--- config.mk ---
export PLATFORM = sky130hd
export DESIGN_NAME = xbc_cell
export DESIGN_NICKNAME = d
export VERILOG_FILES = /design/src/design/xbc_pkg.sv /design/src/design/xbc_cell.sv
export SDC_FILE = /design/constraint.sdc
export NUM_CORES = 1
export LEC_CHECK = 0
export BUFFER_PORTS_ARGS = -buffer_cell sky130_fd_sc_hd__buf_2
export CAP_MARGIN = 30
export CORE_MARGIN = 2
export CORE_UTILIZATION = 30
export CTS_BUF_LIST = sky130_fd_sc_hd__clkbuf_2
export CTS_CLUSTER_DIAMETER = 60
export DETAILED_ROUTE_END_ITERATION = 10
export PLACE_DENSITY = 0.59
export SYNTH_ARGS = -nofsm -noshare
export SYNTH_HDL_FRONTEND = slang
export SYNTH_SLANG_ARGS = --single-unit
--- constraint.sdc ---
create_clock -name clk -period 12.89 [get_ports clk]
set_clock_uncertainty 0.2 [all_clocks]
set_input_delay 0.6445 -clock clk [delete_from_list [all_inputs] [get_ports clk]]
set_output_delay 0.6445 -clock clk [all_outputs]
set_load 0.1 [all_outputs]
--- src/design/xbc_pkg.sv ---
// ----------------------------------------------------------------------------
// XTEA block cipher shared definitions
// Constants, the per-cell lane record and the padding helpers.
// ----------------------------------------------------------------------------
package xbc_pkg;

  localparam int unsigned NUM_KEYS = 4;
  localparam int unsigned ADDR_W   = 4;
  localparam int unsigned DATA_W   = 32;
  localparam int unsigned BLK_W    = 64;
  localparam int unsigned BV_W     = 4;

  localparam logic [31:0] DELTA = 32'h9E37_79B9;

  localparam logic OP_ENC = 1'b0;
  localparam logic OP_DEC = 1'b1;

  localparam logic [BV_W-1:0]  BYTES_FULL = 4'd8;
  localparam logic [BLK_W-1:0] PAD_BLOCK  = 64'h0808_0808_0808_0808;

  typedef logic [NUM_KEYS-1:0][DATA_W-1:0] key_t;

  typedef struct packed {
    logic        op;
    logic        last;
    logic [31:0] v0;
    logic [31:0] v1;
  } lane_t;

  function automatic logic [31:0] mix(input logic [31:0] x);
    return ((x << 4) ^ (x >> 5)) + x;
  endfunction

  // Replace bytes n..7 with the pad count 8 - n; n of 8 or more leaves the block
  function automatic logic [BLK_W-1:0] pad_block(input logic [BLK_W-1:0] blk,
                                                 input logic [BV_W-1:0]  n);
    logic [BLK_W-1:0] res;
    logic [7:0]       pad;
    res = blk;
    pad = 8'd8 - {4'd0, n};
    if (!n[3]) begin
      for (int i = 0; i < 8; i++) begin
        if (i >= int'(n)) begin
          res[8*i +: 8] = pad;
        end
      end
    end
    return res;
  endfunction

  // Count of bytes kept once a well-formed pad is stripped, else a full block
  function automatic logic [BV_W-1:0] pad_check(input logic [BLK_W-1:0] d);
    logic [7:0] p;
    logic       ok;
    p  = d[63:56];
    ok = (p >= 8'd1) && (p <= 8'd8);
    for (int i = 0; i < 8; i++) begin
      if ((i >= 8 - int'(p)) && (d[8*i +: 8] != p)) begin
        ok = 1'b0;
      end
    end
    return ok ? BV_W'(8'd8 - p) : BYTES_FULL;
  endfunction

endpackage

--- src/design/xbc_cell.sv ---
// ----------------------------------------------------------------------------
// XTEA half-round cell
// Applies one Feistel half-round, encrypt or decrypt, and hands on the lane.
// ----------------------------------------------------------------------------
module xbc_cell #(
  parameter logic [31:0] ENC_SUM = 32'd0,
  parameter logic [31:0] DEC_SUM = 32'd0,
  parameter bit          ODD     = 1'b0
) (
  input  logic                 clk,
  input  logic                 rst_n,
  input  logic                 adv,
  input  xbc_pkg::key_t        keys,
  input  logic                 in_valid,
  input  xbc_pkg::lane_t       in_lane,
  output logic                 out_valid,
  output xbc_pkg::lane_t       out_lane
);

  logic           valid_r;
  xbc_pkg::lane_t lane_r;
  xbc_pkg::lane_t lane_nxt;
  logic           enc;
  logic           dst_v0;
  logic [31:0]    sum;
  logic [1:0]     kidx;
  logic [31:0]    src;
  logic [31:0]    dst;
  logic [31:0]    f;
  logic [31:0]    upd;

  always_comb begin
    enc    = (in_lane.op == xbc_pkg::OP_ENC);
    dst_v0 = enc ^ ODD;
    sum    = enc ? ENC_SUM : DEC_SUM;
    kidx   = dst_v0 ? sum[1:0] : sum[12:11];
    src    = dst_v0 ? in_lane.v1 : in_lane.v0;
    dst    = dst_v0 ? in_lane.v0 : in_lane.v1;
    f      = xbc_pkg::mix(src) ^ (sum + keys[kidx]);
    upd    = enc ? (dst + f) : (dst - f);
    lane_nxt = in_lane;
    if (dst_v0) begin
      lane_nxt.v0 = upd;
    end else begin
      lane_nxt.v1 = upd;
    end
  end

  always_ff @(posedge clk) begin
    if (!rst_n) begin
      valid_r <= 1'b0;
    end else if (adv) begin
      valid_r <= in_valid;
    end
  end

  always_ff @(posedge clk) begin
    if (adv) begin
      lane_r <= lane_nxt;
    end
  end

  assign out_valid = valid_r;
  assign out_lane  = lane_r;

endmodule

# After elaboration in Yosys (flattened, before gate mapping)
# Cells that the tools add are included.
[totals] regBits=67
[classes] n_bitwise=2 n_addsub=3 mux=5
[op_table] operator="32-bit two-way mux" count=5
[op_table] operator="32-bit adder" count=2
[op_table] operator="32-bit subtractor" count=1
[op_table] operator="32-bit by 27-bit bitwise XOR with 32-bit output" count=1
[op_table] operator="32-bit bitwise XOR" count=1

# Logic depth before layout (Yosys ltp)
[logic_depth] word_depth=7 mapped_depth=29 mapped_depth_nobuf=26

# Worst setup path after synthesis
# OpenSTA, ideal clock, no wires.
[synth_timing] kind="input port to flip-flop" from="input in_lane[65] (netlist name)" to="register lane_r, in the netlist out_lane[63], data pin" n_path_buf=5 setup_slack_ps=5430 path_stages=29 arrival_time_ps=7102 t_required_ps=12532 path_cell_list="clkbuf_1 -> clkbuf_1 -> buf_1 -> buf_1 -> a21oi_1 -> xnor2_1 -> ha_1 -> buf_2 -> a21oi_1 -> o21ai_0 -> a221o_1 -> a221o_1 -> a221oi_1 -> nand2_1 -> xnor2_1 -> or3b_2 -> nor3b_4 -> nor2_1 -> xnor2_1 -> ha_1 -> nand4_1 -> nand2b_1 -> o21ai_0 -> o31a_1 -> a221o_1 -> a21oi_1 -> xnor2_1 -> a311o_1 -> o211ai_1"
[synth_lines] item="from (decl)" line="xbc_cell.sv:15" source="input xbc_pkg::lane_t in_lane,"
[synth_lines] item="to (signal assigned)" line="xbc_cell.sv:59" source="lane_r <= lane_nxt;"
[synth_lines] item="to (decl)" line="xbc_cell.sv:21" source="xbc_pkg::lane_t lane_r;"

==> impl_metrics.yaml <==
status:
  status: "complete, no violations"
synth:
  synth_edf_count: 66
  synth_area_um2: 8030
  synth_most_common_cell: "xnor2_1"
  synth.top_cell.area_share_pct: 24.7
  synth.distinct_cells: 69
  synth_cells: 928
  synth.net_count: 1194
  synth.yosys.seq_area_share_pct: 24.9
  netlist_top_cells_count: "xnor2_1, nand2_1, a21oi_1"
  synth_area_leader_cell: "edfxtp_1"
  synth_ff_type: "edfxtp_1"
  postSynth.asyncResetShare_pct: 0
  synth_seq_cells: 67
  synthTopCellsByArea: "edfxtp_1, xnor2_1, ha_1, a21oi_1, mux2_2"
  syn_avg_cell_area_um2: 8.65
  ys.warnings.count: 0
clock_network:
  cts_tree: "yes"
  clkSinkCount: 67
  cts-buffers-inserted: 9
  worstSkewPairLatency_ps: 540
  post-cts-setup-buffer-count: 0
  cts.path.max_buffers: 2
  cts.hold.buffers_added: 1
  cts.repair.resized: 0
  path_clk_slew_ps: 220
  cts_root_buffer: "clkbuf_2"
  cts_htree_levels: 3
timing:
  fin_crit_sh_pct: 62.9
  setup_viol: 0
  fin_crit_ps: 8110
  rsz0062_at_grt: "false"
  maxSlewViolCount: 0
  finalSetupTns_ps: 0
  tightestPinTransition_ps: 897
  maxSlewHeadroom_pct: 40.2
  finalHoldViolCount: 0
  clock.fmax_ghz: 0.123
drt:
  dr_wl_met2_um: 10600
  drt-vias-per-instance: 5.14
  highest_layer: "met4"
  vias: 7334
  dr_wl_met3_um: 1220
  wire_per_inst_um: 16.8
  ant_nets: 0
  first_pass_iters: 5
  wl_met1_um: 11600
  drt_iter0_markers: 452
  drt_wl_total_um: 23900
  drc_errors: 0
placed_design:
  portBuffers: 168
  dp_hpwl_um: 19800
  place.gp.congestion: 0.889
  dpl.cell_count: 1407
die:
  core-area_um2: 26200
  fp.dieArea_um2: 28100
  die_y_um: 168
  fp.dieW_um: 168
  boundaryPins: 265
  row_count: 59
  start_util_pct: 30.6
power_and_ir_drop:
  p_total_mw: 2.12
  ir_drop_uv: 78.9
  p_leak_nw: 4.07
  power_density_nw_per_um2: 226
cells_and_area:
  nets: 1350
  multiInputGateArea_um2: 5800
  regArea_um2: 2000
  drive_gt1_share_pct: 22.2
  instances_no_fill: 1428
  fillers: 2709
  area_growth_pct: 16.9
setup_path:
  crit_type: "primary input to flip-flop"
  critical_path.startpoint: "in_lane[65]"
  critPathCaptureType: "flip-flop"
  worstPathArrival_ps: 8340
  r2r_start: "out_valid"
  r2r_cells: 2
  start_kind: "primary input"
  required_ps: 13120
  crit_fanout: 55
job:
  maxCapViolCount: 0
grt:
  antenna_found_initial: 4
  overflow: 0
  grt_max_degree: 68
  grt_pass1_vias: 6814
  track_usage_pct: 16.5
  grt_pass1_wl_um: 36200
worst_hold_path:
  hp-class: "primary input to flip-flop"
  worstHoldStart: "rst_n"
  min_path_cells: 2
## cell usage in the layout (no fill, tap or decap), types with 8 or more instances in the layout
master,n
xor2_1,41
a21oi_1,81
inv_1,30
ha_1,66
mux2_2,34
xnor2_1,99
nand2_1,86
nand2b_1,18
edfxtp_1,66
o21a_1,9
nor2_1,57
a31oi_1,9
clkbuf_2,9
nand3_1,20
a21o_1,36
o21bai_1,23
buf_2,167
o21ai_0,63
o31ai_1,8
nor3_1,19
nor2b_1,26
## layer usage
metal  vias to the layer above  global-route usage (%)
met5                         -                       0
met4                         0                    5.37
met3                        33                    2.51
met2                       205                    25.3
met1                      3398                    23.7
li1                       3698                       -
## report_power, final
part,internal [mW],switching (mW),total [mW]
clock network,0.0814,0.0812,0.163
logic,0.472,1.13,1.60
registers,0.340,0.0172,0.357
total,0.894,1.23,2.12
## area by class of cell
class	instances	share of cell area [%]
antenna	4	0.107
sequential	67	21.3
clock buffer	9	0.480
clock inverter	7	1.13
timing repair buffer	174	9.45
tap	335	4.46
inverter	31	1.24
multi-input combinational	801	61.8
## cell families (layout without fill, tap and decap cells)
| kind of cell | Yosys count | count (layout) | synth area share (%) |
|---|---|---|---|
| flops | 67 | 67 | 24.9 |
| fa+ha+maj | 68 | 68 | 10.8 |
| xor+xnor | 146 | 146 | 16.9 |
| simple gates | 270 | 270 | 16.9 |
| compound gates | 276 | 276 | 22.0 |
| buf+inv | 60 | 221 | 2.82 |
| other cells | 0 | 4 | 0 |
| mux | 41 | 41 | 5.64 |
## worst paths after layout
check | to | slack (ps)
worst max register to register | out_valid | 12060
worst min-delay path | out_valid | 120
worst max-delay path | out_lane[63] | 4780
worst min register to register | out_valid | 350
## critical path, stage by stage
cell and delay, ps:
buf_4 440, buf_4 540, nor2b_1 120, a21oi_1 530, xnor2_1 150, ha_1 450, a21oi_1 230, o21ai_0 180
a221o_1 340, a221o_1 380, a221oi_1 470, nand2_1 220, xnor2_1 210, or3b_2 560, nor3b_4 290, nor2_1 80
xnor2_1 170, ha_1 380, nand4_1 160, nand2b_1 120, o21ai_0 100, o31a_1 350, a221o_1 350, a21oi_1 240
xnor2_1 160, a311o_1 340, o211ai_1 90
## through the flow
stage / hold WS, ps / util, % / instance area [um2] / worst slack, ps
detailed placement: 336 / 35.2 / 9220 / 4320
CTS: 60.6 / 35.8 / 9380 / 4950
global route: 62.2 / 35.8 / 9390 / 4320
floorplan: 543 / - / 8030 / 5430
global placement: 295 / 35.2 / 9210 / 4360
finish: 117 / 35.8 / 9390 / 4780
## flip-flops by register name, summed over array words and instances (netlist names)
register	flops
out_lane	66
out_valid	1
Note: power is estimated with default switching activity, not from simulation.
