==> src/design/xbc_pkg.sv <==
// ----------------------------------------------------------------------------
// XTEA block cipher shared definitions
// Constants, the per-cell lane record and the padding helpers.
// ----------------------------------------------------------------------------
package xbc_pkg;

  localparam int unsigned NUM_KEYS = 4;
  localparam int unsigned ADDR_W   = 4;
  localparam int unsigned DATA_W   = 32;
  localparam int unsigned BLK_W    = 64;
  localparam int unsigned BV_W     = 4;

  localparam logic [31:0] DELTA = 32'h9E37_79B9;

  localparam logic OP_ENC = 1'b0;
  localparam logic OP_DEC = 1'b1;

  localparam logic [BV_W-1:0]  BYTES_FULL = 4'd8;
  localparam logic [BLK_W-1:0] PAD_BLOCK  = 64'h0808_0808_0808_0808;

  typedef logic [NUM_KEYS-1:0][DATA_W-1:0] key_t;

  typedef struct packed {
    logic        op;
    logic        last;
    logic [31:0] v0;
    logic [31:0] v1;
  } lane_t;

  function automatic logic [31:0] mix(input logic [31:0] x);
    return ((x << 4) ^ (x >> 5)) + x;
  endfunction

  // Replace bytes n..7 with the pad count 8 - n; n of 8 or more leaves the block
  function automatic logic [BLK_W-1:0] pad_block(input logic [BLK_W-1:0] blk,
                                                 input logic [BV_W-1:0]  n);
    logic [BLK_W-1:0] res;
    logic [7:0]       pad;
    res = blk;
    pad = 8'd8 - {4'd0, n};
    if (!n[3]) begin
      for (int i = 0; i < 8; i++) begin
        if (i >= int'(n)) begin
          res[8*i +: 8] = pad;
        end
      end
    end
    return res;
  endfunction

  // Count of bytes kept once a well-formed pad is stripped, else a full block
  function automatic logic [BV_W-1:0] pad_check(input logic [BLK_W-1:0] d);
    logic [7:0] p;
    logic       ok;
    p  = d[63:56];
    ok = (p >= 8'd1) && (p <= 8'd8);
    for (int i = 0; i < 8; i++) begin
      if ((i >= 8 - int'(p)) && (d[8*i +: 8] != p)) begin
        ok = 1'b0;
      end
    end
    return ok ? BV_W'(8'd8 - p) : BYTES_FULL;
  endfunction

endpackage

==> src/design/xbc_cfg.sv <==
// ----------------------------------------------------------------------------
// XTEA key registers
// APB-style register file holding the four 32-bit key words.
// ----------------------------------------------------------------------------
module xbc_cfg (
  input  logic                       clk,
  input  logic                       rst_n,
  input  logic                       psel,
  input  logic                       penable,
  input  logic                       pwrite,
  input  logic [xbc_pkg::ADDR_W-1:0] paddr,
  input  logic [xbc_pkg::DATA_W-1:0] pwdata,
  output logic [xbc_pkg::DATA_W-1:0] prdata,
  output logic                       pready,
  output xbc_pkg::key_t              keys
);

  xbc_pkg::key_t key_r;
  logic          wr_en;

  assign pready = 1'b1;
  assign wr_en  = psel && penable && pwrite;
  assign prdata = key_r[paddr[3:2]];
  assign keys   = key_r;

  always_ff @(posedge clk) begin
    if (!rst_n) begin
      key_r <= '0;
    end else if (wr_en) begin
      key_r[paddr[3:2]] <= pwdata;
    end
  end

endmodule

==> config.mk <==
export PLATFORM = sky130hd
export DESIGN_NAME = xbc_cfg
export DESIGN_NICKNAME = d
export VERILOG_FILES = /design/src/design/xbc_pkg.sv /design/src/design/xbc_cfg.sv
export SDC_FILE = /design/constraint.sdc
export NUM_CORES = 1
export LEC_CHECK = 0
export ABC_AREA = 1
export BUFFER_PORTS_ARGS = -buffer_cell sky130_fd_sc_hd__clkbuf_2
export CAP_MARGIN = 20
export CORE_MARGIN = 5
export CORE_UTILIZATION = 46
export DETAILED_ROUTE_END_ITERATION = 16
export GPL_TIMING_DRIVEN = 0
export PLACE_DENSITY = 0.81
export SLEW_MARGIN = 10
export SYNTH_ARGS = -nofsm -noshare
export SYNTH_HDL_FRONTEND = slang
export SYNTH_SLANG_ARGS = --single-unit
==> constraint.sdc <==
create_clock -name clk -period 1.2 [get_ports clk]
set_clock_uncertainty 0.05 [all_clocks]
set_input_delay 0.24 -clock clk [delete_from_list [all_inputs] [get_ports clk]]
set_output_delay 0.24 -clock clk [all_outputs]
set_load 0.02 [all_outputs]
## Word-level counts from Yosys, hierarchy flattened

Index checks and enable logic that the tools add are counted.

- Order comparisons: 2
- Mux-type cells: 5
- Reductions and logical operators: 3

Operator list:

| operator | number |
|---|---|
| $bwmux W128 | 1 |
| $bmux W32 S2 | 1 |
| $demux W32 S2 | 1 |
| $mux W32 | 2 |
| $logic_and A1 B1 Y1 | 3 |
| $lt A2 B3 Y1 const B | 1 |
| $ge A2 B1 Y1 const B | 1 |

- Register bits: 128
- Bits of input ports: 41
- Output and inout port bits: 161
- Logic and storage cells: 14

## Logic depth before layout (Yosys ltp)

- Depth in word-level cells: 5
- Mapped depth: 7
- Mapped depth without buffers: 5

## Worst setup path before layout

OpenSTA, ideal clock, no wires.

- Kind: in2out
- Start point: input port paddr[2] (netlist bit)
- End point: output port prdata[11] (netlist bit)
- Arrival: 1.024 ns
- Required time: 0.910 ns
- Setup slack: -0.114 ns
- Stages: 4
- Path buffers: 1
- Cells stage by stage: nor2_2 -> clkbuf_1 -> nand2_1 -> nand4_1

- Cells in the longest elaborated chain, start to end: 2

RTL lines:

| item | line | text |
|---|---|---|
| start, declared | xbc_cfg.sv:11 | `input logic [xbc_pkg::ADDR_W-1:0] paddr,` |
| $bmux W32 S2 | xbc_cfg.sv:23 | `assign prdata = key_r[paddr[3:2]];` |
| $mux W32 (not written as such) | xbc_cfg.sv:23 |  |
| end, declared | xbc_cfg.sv:13 | `output logic [xbc_pkg::DATA_W-1:0] prdata,` |

Every way passes these cells. The select of a mux whose other input is x is not followed.

## Final worst setup path

- Start point: input port paddr[3] (netlist bit)
- End point: output port prdata[18] (netlist bit)

The elaborated chain is that of the path after synthesis.

==> run summary <==
The total routed wirelength came out at 27.3 mm. The layout overhead on the synthesized area came out at 75.5%. The post-synthesis average cell area came out at around 6.4 sq um. The via count of the first global-routing pass is around 7400. The sum of net half-perimeters after detailed placement is 14.8 mm.

The synthesized netlist cell count is 916. The total count of max-transition violations in the final report is 0. The total of flip-flops plus latches after synthesis is 128.

The wire length per cell after detailed routing is 20.3 um. The amount of wire on met3 after detailed routing is about 3.2 mm. The detailed router finished its first iteration with 970 violations. The cell sitting at the root of the clock tree is a sky130_fd_sc_hd__clkbuf_16. The count of endpoints failing hold in the final timing report came out at 0. Measured along the x axis, the die boundary spans approximately 120 um.

The portion of the clock cycle consumed by the worst path in the final layout came out at 126%. Counting distinct cell types in the post-synthesis netlist gives 15. The top-area cell type share of the netlist area came out at 43.5%. The number of H-tree levels is 4. The reported leakage power came out at 4.63 nW. The share of the synthesized area in compound gates (AO/OA/AOI/OAI) came out at 0%.

The initial antenna violation count came out at 0. The via count came out at between 7000 and 8000. TritonCTS built the clock tree.

The checks that failed: setup timing. Once the floorplan was initialized, standard cells occupied between 40% and 50% of the core. At the worst endpoint, the arrival time is ~1.2 ns. Measured against its own limit, the worst slew margin works out to between 60% and 70%. The critical path data required time is 0.91 ns.

The area of the core came out at 12600 sq um. Clock-pin slew was measured on the worst setup and hold paths at 0.06 ns. The share of synthesized cell area in and, or, nand and nor gates is 48.3%. The run finished, with violations left. The number of rows created at floorplan is 41. The number of nets produced by synthesis came out at 957. At the pin with the least slew margin, the transition time is slightly below 0.6 ns. The accumulated negative setup slack came out at -8.45 ns. The final count of negative-setup-slack endpoints came out at 59. Buffers inserted to repair hold after CTS numbered 0.

The first-pass iteration count of the detailed router came out at 7. Setup repair after global routing could not meet its margin everywhere. The tree built by TritonCTS fans out to roughly 130 sinks. The class of the tightest hold or removal check is primary input to register. The cell type contributing the most total cell area after synthesis is sky130_fd_sc_hd__dfxtp_1. The mux cell area share after synthesis is 0%. The routed length on met1 is 9.72 mm. The number of buffers between clock root and the deepest sink is 2. The share of post-route cells with drive strength above 1 came out at 41.5%. The highest fanout seen on the critical path came out at 8.

Sorting the synthesized cells by area gives the leading types as sky130_fd_sc_hd__dfxtp_1, sky130_fd_sc_hd__nand2_1, sky130_fd_sc_hd__nor2_1. The highest clock frequency the design can meet is 661 MHz. The total power consumption of the routed design came out at 11.6 mW.

The final-layout worst hold slack came out at 0.145 ns. The last weighted congestion value of the routability-driven placer came out at 0.883. The met2 layer wire length in the routed design is 13.0 mm. The remaining number of nets flagged by the antenna check after routing came out at 0. 0 antenna diodes ended up in the layout.

The synthesized netlist devotes 0% of its cell area to XOR and XNOR gates. The synthesized area came out at 5900 sq um. In the routed design, unresolved DRC markers number 0. The critical path endpoint category is an output pin. The time the worst path needs with I/O delays and setup came out at 1.51 ns. Before CTS, the worst setup slack after placement is -0.536 ns. The worst ir drop on vdd came out at ~0.8 mV. The signal on the critical path passes through clkbuf_16 -> inv_6 -> nor2_4 -> buf_12 -> buf_8 -> nand2_1 -> nand4_1 -> clkbuf_8. The number of maximum-capacitance violations came out at 0. For this run, the slowest stage of the critical path takes 0.21 ns. The number of clock buffers inserted by TritonCTS came out at 17. The die area is 15200 sq um. The die extent in y came out at 123 um.

During placement, the flow inserted port buffers numbering roughly 200. The portion of the post-synthesis area used by sequential elements came out at a little over two fifths. The cell at the slowest stage of the critical path is sky130_fd_sc_hd__clkbuf_8. The clock insertion delay at the later pin of the skew report came out at 0.42 ns. The number of I/O pins came out at ~200. The power density of the placed cells is 1120 nW/um^2. The uppermost metal layer occupied by signal nets is met4. The share of the core filled with cells is 82.3%. The wire length of the first global-routing pass came out at 39.9 mm. For this run, the total global-route usage over all layers was measured as about 34%. The arithmetic-cell share of the synthesized area counting full adders, half adders and majority gates is 0%. Entering global routing, the biggest net connects 20 pins. The critical path is of the primary input to output pin type.

The leftover overflow at the end of global routing came out at 0. The vias per cell came out at 5.73. The type of element launching the critical path is a primary input. The count of warnings emitted by yosys came out at 0.

The number of nets in the layout came out at about 1200. After synthesis, the largest family of logic cells by area is simple AND/OR/NAND/NOR gates. The register with the most flip-flops in the layout has 128 of them. The post-route worst setup slack came out at -0.312 ns.
==> cells in the final DEF (no fill, tap or decap), types with 2 or more instances in the layout <==
| cell type | netlist | final |
|---|---|---|
| sky130_fd_sc_hd__nand2_4 | 0 | 6 |
| sky130_fd_sc_hd__clkbuf_2 | 0 | 42 |
| sky130_fd_sc_hd__buf_6 | 3 | 18 |
| sky130_fd_sc_hd__dfxtp_4 | 0 | 81 |
| sky130_fd_sc_hd__nor2_2 | 4 | 3 |
| sky130_fd_sc_hd__clkbuf_1 | 19 | 12 |
| sky130_fd_sc_hd__buf_2 | 30 | 11 |
| sky130_fd_sc_hd__inv_1 | 33 | 33 |
| sky130_fd_sc_hd__nand2_1 | 261 | 224 |
| sky130_fd_sc_hd__clkinv_2 | 0 | 3 |
| sky130_fd_sc_hd__bufinv_16 | 0 | 4 |
| sky130_fd_sc_hd__clkinvlp_4 | 0 | 2 |
| sky130_fd_sc_hd__nor2_4 | 3 | 4 |
| sky130_fd_sc_hd__buf_12 | 0 | 3 |
| sky130_fd_sc_hd__clkbuf_4 | 0 | 7 |
| sky130_fd_sc_hd__nand3_1 | 129 | 129 |
| sky130_fd_sc_hd__buf_4 | 11 | 28 |
| sky130_fd_sc_hd__nand4_1 | 32 | 32 |
| sky130_fd_sc_hd__dfxtp_2 | 0 | 47 |
| sky130_fd_sc_hd__inv_6 | 0 | 2 |
| sky130_fd_sc_hd__nor2_1 | 257 | 257 |
| sky130_fd_sc_hd__clkbuf_16 | 0 | 20 |
| sky130_fd_sc_hd__nand2_2 | 0 | 31 |
| sky130_fd_sc_hd__buf_8 | 0 | 133 |
| sky130_fd_sc_hd__clkbuf_8 | 0 | 40 |
==> per-layer routing <==
layer / track usage, % / vias up
met1: 41.8 / 3581
met3: 9.61 / 147
met2: 54.9 / 629
met5: 0 / -
li1: - / 3378
met4: 17.6 / 0
==> where the power goes <==
group,switching (mW),internal (mW)
logic,0.947,0.717
registers,0.128,4.21
clock network,1.99,3.58
total,3.07,8.51
==> worst max-delay path, delay by kind of cell <==
family,cells,cell delay [ns]
buf+inv,5,0.69
simple gates,3,0.28
==> per-stage QoR <==
stage          cell area, sq um  std cells
2_1_floorplan              5910        916
6_report                  10300       1349
5_1_grt                   10300       1349
4_1_cts                    9900       1349
3_5_place_dp               7110       1285
3_3_place_gp               7110       1285
==> cell type report <==
| class | instances | area (sq um) |
|---|---|---|
| fill | 678 | 2220 |
| multi-input combinational | 687 | 2980 |
| clock buffer | 22 | 464 |
| timing repair buffer | 231 | 2930 |
| clock inverter | 10 | 159 |
| tap | 172 | 215 |
| sequential | 128 | 2930 |
| buffer | 63 | 518 |
| inverter | 36 | 153 |
==> synth_stat cells <==
cell type,n
sky130_fd_sc_hd__nor2_4,3
sky130_fd_sc_hd__inv_2,3
sky130_fd_sc_hd__nor2_2,4
sky130_fd_sc_hd__nand4_1,32
sky130_fd_sc_hd__nand2_1,261
sky130_fd_sc_hd__clkbuf_1,19
sky130_fd_sc_hd__conb_1,1
sky130_fd_sc_hd__buf_1,2
sky130_fd_sc_hd__inv_1,33
sky130_fd_sc_hd__nor2_1,257
sky130_fd_sc_hd__buf_6,3
sky130_fd_sc_hd__buf_2,30
sky130_fd_sc_hd__buf_4,11
sky130_fd_sc_hd__nand3_1,129
sky130_fd_sc_hd__dfxtp_1,128
==> timing repair <==
item | in CTS | in global routing
setup buffers | 28 | 2
pin swaps | 30 | 17
cloned | 6 | 0
gates resized for setup | 538 | 254
endpoints found under the setup margin | 171 | 209
==> cells by family after synthesis <==
| kind of cell | after synthesis |
|---|---|
| buffers and inverters | 101 |
| AND/OR/NAND/NOR | 686 |
| other | 1 |
| flip-flops | 128 |
==> worst paths after layout <==
check             start    endpoint  slack (ns)  depth (start not counted)
min reg2reg    keys[83]    keys[83]        0.46                          2
max reg2reg   keys[127]   keys[127]        0.33                          4
max            paddr[3]  prdata[18]       -0.31                          8
min          pwdata[16]    keys[16]        0.15                          5
(Power assumes the default switching activity.)
